[config.mk]
export PLATFORM = sky130hd
export DESIGN_NAME = lgcu_ctrl
export DESIGN_NICKNAME = d
export VERILOG_FILES = /design/src/sv/lgcu_pkg.sv /design/src/sv/lgcu_ctrl.sv
export SDC_FILE = /design/constraint.sdc
export NUM_CORES = 1
export LEC_CHECK = 0
export BUFFER_PORTS_ARGS = -buffer_cell sky130_fd_sc_hd__clkbuf_2
export CELL_PAD_IN_SITES_DETAIL_PLACEMENT = 1
export CELL_PAD_IN_SITES_GLOBAL_PLACEMENT = 2
export CORE_MARGIN = 2
export CORE_UTILIZATION = 21
export CTS_BUF_LIST = sky130_fd_sc_hd__clkbuf_8
export CTS_CLUSTER_SIZE = 30
export DETAILED_ROUTE_END_ITERATION = 8
export PLACE_DENSITY = 0.81
export SLEW_MARGIN = 20
export SYNTH_ARGS = -nofsm -noshare
export SYNTH_HDL_FRONTEND = slang
export SYNTH_SLANG_ARGS = --single-unit
[constraint.sdc]
create_clock -name clk -period 1.28 [get_ports clk]
set_input_delay 0.064 -clock clk [delete_from_list [all_inputs] [get_ports clk]]
set_output_delay 0.064 -clock clk [all_outputs]
set_load 0.03 [all_outputs]
[src/sv/lgcu_pkg.sv]
package lgcu_pkg;

	// width of the configuration registers and their reset value
	localparam int CFG_W = 9;
	localparam logic [CFG_W-1:0] CFG_DIM_RESET = 9'd256;

	// register indexes
	localparam logic CFG_GRID_WIDTH  = 1'b0;
	localparam logic CFG_GRID_HEIGHT = 1'b1;

	// operation codes; the unused code behaves as a read
	localparam logic [1:0] FUNC_UPDATE = 2'd0;
	localparam logic [1:0] FUNC_READ   = 2'd1;
	localparam logic [1:0] FUNC_FILL   = 2'd2;

	typedef enum logic [2:0] {
		ST_CLEAR,
		ST_IDLE,
		ST_DECODE,
		ST_READ,
		ST_MODIFY,
		ST_FILL
	} state_t;

	// which value goes into the output register
	typedef enum logic [1:0] {
		RES_MISS,
		RES_CELL,
		RES_FILL
	} res_src_t;

	typedef struct packed {
		logic     accept;     // capture the input item
		logic     decode;     // register index, fill count, zero the sweep counter
		logic     rd_en;      // read the addressed cell
		logic     modify;     // write back an updated cell
		logic     sweep_we;   // write the cell under the sweep counter
		logic     sweep_zero; // sweep writes zero over the whole store
		logic     load_res;   // load the output register
		res_src_t res_src;
	} cmd_t;

	typedef struct packed {
		logic is_fill;
		logic hit;
		logic sweep_done;
		logic out_free;
	} stat_t;

endpackage

[src/sv/lgcu_ctrl.sv]
module lgcu_ctrl (
	input  logic           clk,
	input  logic           arst_n,
	input  logic           in_valid,
	output logic           in_ready,
	input  lgcu_pkg::stat_t stat,
	output lgcu_pkg::cmd_t  cmd
);

	lgcu_pkg::state_t state_q, state_d;

	// state register; reset starts the clearing pass
	always_ff @(posedge clk or negedge arst_n) begin
		if (!arst_n) begin
			state_q <= lgcu_pkg::ST_CLEAR;
		end else begin
			state_q <= state_d;
		end
	end

	// next state
	always_comb begin
		state_d = state_q;
		case (state_q)
			lgcu_pkg::ST_CLEAR: begin
				if (stat.sweep_done) state_d = lgcu_pkg::ST_IDLE;
			end
			lgcu_pkg::ST_IDLE: begin
				if (in_valid) state_d = lgcu_pkg::ST_DECODE;
			end
			lgcu_pkg::ST_DECODE: begin
				if (stat.is_fill) begin
					state_d = lgcu_pkg::ST_FILL;
				end else if (stat.hit) begin
					state_d = lgcu_pkg::ST_READ;
				end else if (stat.out_free) begin
					state_d = lgcu_pkg::ST_IDLE;
				end
			end
			lgcu_pkg::ST_READ: begin
				state_d = lgcu_pkg::ST_MODIFY;
			end
			lgcu_pkg::ST_MODIFY: begin
				if (stat.out_free) state_d = lgcu_pkg::ST_IDLE;
			end
			lgcu_pkg::ST_FILL: begin
				if (stat.sweep_done && stat.out_free) state_d = lgcu_pkg::ST_IDLE;
			end
			default: begin
				state_d = lgcu_pkg::ST_IDLE;
			end
		endcase
	end

	// commands to the datapath
	always_comb begin
		in_ready       = 1'b0;
		cmd            = '0;
		cmd.res_src    = lgcu_pkg::RES_MISS;
		case (state_q)
			lgcu_pkg::ST_CLEAR: begin
				cmd.sweep_zero = 1'b1;
				cmd.sweep_we   = !stat.sweep_done;
			end
			lgcu_pkg::ST_IDLE: begin
				in_ready   = 1'b1;
				cmd.accept = in_valid;
			end
			lgcu_pkg::ST_DECODE: begin
				cmd.decode = 1'b1;
				// out-of-range read or update answers in this state, once the output register is free
				if (!stat.is_fill && !stat.hit) begin
					cmd.load_res = stat.out_free;
					cmd.res_src  = lgcu_pkg::RES_MISS;
				end
			end
			lgcu_pkg::ST_READ: begin
				cmd.rd_en = 1'b1;
			end
			lgcu_pkg::ST_MODIFY: begin
				cmd.modify   = stat.out_free;
				cmd.load_res = stat.out_free;
				cmd.res_src  = lgcu_pkg::RES_CELL;
			end
			lgcu_pkg::ST_FILL: begin
				cmd.sweep_we = !stat.sweep_done;
				cmd.load_res = stat.sweep_done && stat.out_free;
				cmd.res_src  = lgcu_pkg::RES_FILL;
			end
			default: begin
				in_ready = 1'b0;
			end
		endcase
	end

endmodule

==> impl_metrics.env <==
export IMPL_numCtsBuffers=3
export IMPL_period_needed_ns=1.40
export IMPL_ys_flop_type="dfrtp_1"
export IMPL_largest_registers="state_q: 3 flops"
export IMPL_synth_adder_area_share_pct=0
export IMPL_ys_types=20
export IMPL_first_pass_iters=2
export IMPL_die_x_um=40.2
export IMPL_clkTransAtPathRegs_ns=0.03
export IMPL_ctsRootBufferMaster="clkbuf_8"
export IMPL_slew_headroom_pct=86.2
export IMPL_total_power_mw=1.75
export IMPL_crit_required_ns=1.22
export IMPL_route_vias_total=370
export IMPL_seq_area_frac_synth_pct=27.3
export IMPL_design_area_um2=606
export IMPL_antenna_found_initial=0
export IMPL_nets=71
export IMPL_powerDensity_mw_per_mm2=2890
export IMPL_drv_slew=0
export IMPL_synth_nets=41
export IMPL_post_route_util_pct=47.7
export IMPL_dp_cells=66
export IMPL_rsz0062_at_grt="true"
export IMPL_setup_tns_ns=-0.380
export IMPL_drtIter0Drc=1
export IMPL_wire_per_inst_um=14.9
export IMPL_netlist_top_cells_count="nor2_1, a21oi_1, and2_1, dfrtp_1, nand2b_1"
export IMPL_yosys_warnings=0
export IMPL_synth_compound_area_share_pct=21.8
export IMPL_ioPinCount=17
export IMPL_hpwl_um=638
export IMPL_fill_cells=160
export IMPL_first_global_vias=373
export IMPL_die_area_mm2=0.00162
export IMPL_path_class="reg -> out"
export IMPL_drc=0
export IMPL_avgSynthCellArea_um2=8.10
export IMPL_status="finished, violations left"
export IMPL_synth_top_area_share_pct=27.3
export IMPL_grt_max_degree=8
export IMPL_cap_violations=0
export IMPL_leakagePower_nw=0.294
export IMPL_clkPwrFrac_pct=15.8
export IMPL_netlist_area_um2=275
export IMPL_portBuffers=16
export IMPL_period_share_pct=109
export IMPL_top_register="state_q"
export IMPL_dieHeight_um=40.2
export IMPL_place_gp_congestion=0.701
export IMPL_seqPwrFrac_pct=14.2
export IMPL_vdd_drop_max_mv=1.43
export IMPL_violations="setup timing"
export IMPL_clock_sinks=3
export IMPL_yosys_area_share_simple_pct=41.8
export IMPL_setup_viol=5
export IMPL_seq_area_um2=78.8
export IMPL_cp_arrival_ns=1.34
export IMPL_ys_async_sr_fraction_pct=100
export IMPL_multi_input_comb_area_um2=230
export IMPL_placed_area_um2=410
export IMPL_syn_inst=34
export IMPL_worst_path_max_fanout=7
export IMPL_switchingPower_mw=0.776
export IMPL_clock_skew_ns=0.00159
export IMPL_cts_tree="yes"
export IMPL_hold_viol_final=0
export IMPL_startpoint_type="register"
export IMPL_largest_reg_flops=3
export IMPL_synth_edf_count=0
export IMPL_grt_pass1_wl_um=1790
export IMPL_swShare_pct=44.4
export IMPL_overflow=0
export IMPL_insertion_delay_ns=0.22
export IMPL_vias_per_cell=4.74
export IMPL_fin_cells=78
export IMPL_coreArea_mm2=0.00127
export IMPL_synth_top_family_by_area="simple AND/OR/NAND/NOR gates"
export IMPL_endpoint_kind="output pin"
export IMPL_fp_row_count=13
export IMPL_p_int_mw=0.972
export IMPL_h_tree_depth=1
export IMPL_antenna_left=0
export IMPL_yosys_register_bits=3
export IMPL_yosysMostFrequentCell="nor2_1"
export IMPL_place_ws_ns=0.000149
export IMPL_wl_um=1160
export IMPL_initial_core_util_pct=21.7
export IMPL_area_delta_synth_final_pct=120
export IMPL_drive_gt1_share_pct=69.8
export IMPL_synthTopCellsByArea="dfrtp_1, nor3b_2, and2_1"
export IMPL_synth_xor_area_share_pct=3.18
export IMPL_worstMarginPinSlew_ns=0.206
export IMPL_track_usage_pct=18.0
export IMPL_holdWs_ns=0.136
export IMPL_timing_fmax_mhz=714
export IMPL_cts_path_max_buffers=2
export IMPL_p_comb_share_pct=70.0
export IMPL_fin_ws_ns=-0.120
export IMPL_n_antenna_cell=0
export IMPL_synth_top_cell_by_area="dfrtp_1"
export IMPL_min_path_type="in -> reg"
export IMPL_muxShareOfSynthArea_pct=0
==> power groups by stage <==
stage                     clock [mW]  sequential [mW]  combinational [mW]
after floorplan                    0            0.174               0.681
after global placement             0            0.236               0.823
after detailed placement           0            0.245               0.828
after CTS                      0.274            0.242                1.12
after global routing           0.288            0.266                1.31
final                          0.276            0.248                1.22
==> final timing paths <==
| kind | startpoint | to | slack [ns] | cells after the start |
|---|---|---|---|---|
| min in group asynchronous | arst_n | state_q[1]$_DFFE_PN0P_ | 0.18 | 2 |
| max in group asynchronous | arst_n | state_q[2]$_DFFE_PN0P_ | 0.98 | 2 |
| worst min-delay path | stat[0] | state_q[0]$_DFFE_PN0P_ | 0.14 | 2 |
| worst min register to register | state_q[0]$_DFFE_PN0P_ | state_q[1]$_DFFE_PN0P_ | 0.72 | 2 |
| worst max register to register | state_q[1]$_DFFE_PN0P_ | state_q[2]$_DFFE_PN0P_ | 0.03 | 3 |
| worst max-delay path | state_q[2]$_DFFE_PN0P_ | cmd[2] | -0.12 | 4 |
==> what timing repair did <==
item                       4_1_cts  5_1_grt
gates resized for setup         18       15
buffers inserted                 6        1
setup endpoints to repair       10       11
pin swaps                        3        1
hold endpoints to repair         3        0
hold buffers                     1        0
==> logic make-up (layout without fill, tap and decap cells) <==
| kind of cell | after synthesis | in the layout |
|---|---|---|
| AND/OR/NAND/NOR | 18 | 18 |
| AO/OA/AOI/OAI | 9 | 9 |
| flip-flops | 3 | 3 |
| buffers and inverters | 3 | 32 |
| XOR/XNOR | 1 | 1 |
==> critical path, stage by stage (launching register included) <==
cell,delay (ns)
dfrtp_2,0.43
and2b_4,0.27
nand3b_1,0.09
a21boi_2,0.15
clkbuf_8,0.17
==> metal layers <==
metal  global-route usage [%]  part of all wire (%)  up-vias
li1                         -                     -      178
met1                     20.6                    37      175
met2                     32.3                    55       15
met3                     5.00                   5.9        2
met4                     5.00                   1.6        0
met5                        0                     0        -
==> cell usage in the layout, fill, tap and decap left out, drive strengths merged, types with 2 or more instances in the layout <==
cell type / Yosys / routed
a21oi: 3 / 3
and2: 3 / 3
buf: 2 / 16
nor3b: 2 / 2
inv: 1 / 2
clkbuf: 0 / 13
nor3: 2 / 2
dfrtp: 3 / 3
nor2: 5 / 5
nand2b: 3 / 3
==> area by class of cell <==
type	instances	area share, %
Multi-Input combinational cell	28	38.0
Clock buffer	3	6.82
Timing Repair Buffer	27	37.8
Tap cell	15	3.10
Inverter	1	0.620
Sequential cell	3	13.0
Clock inverter	1	0.620
Note: power is estimated with default switching activity, not from simulation.
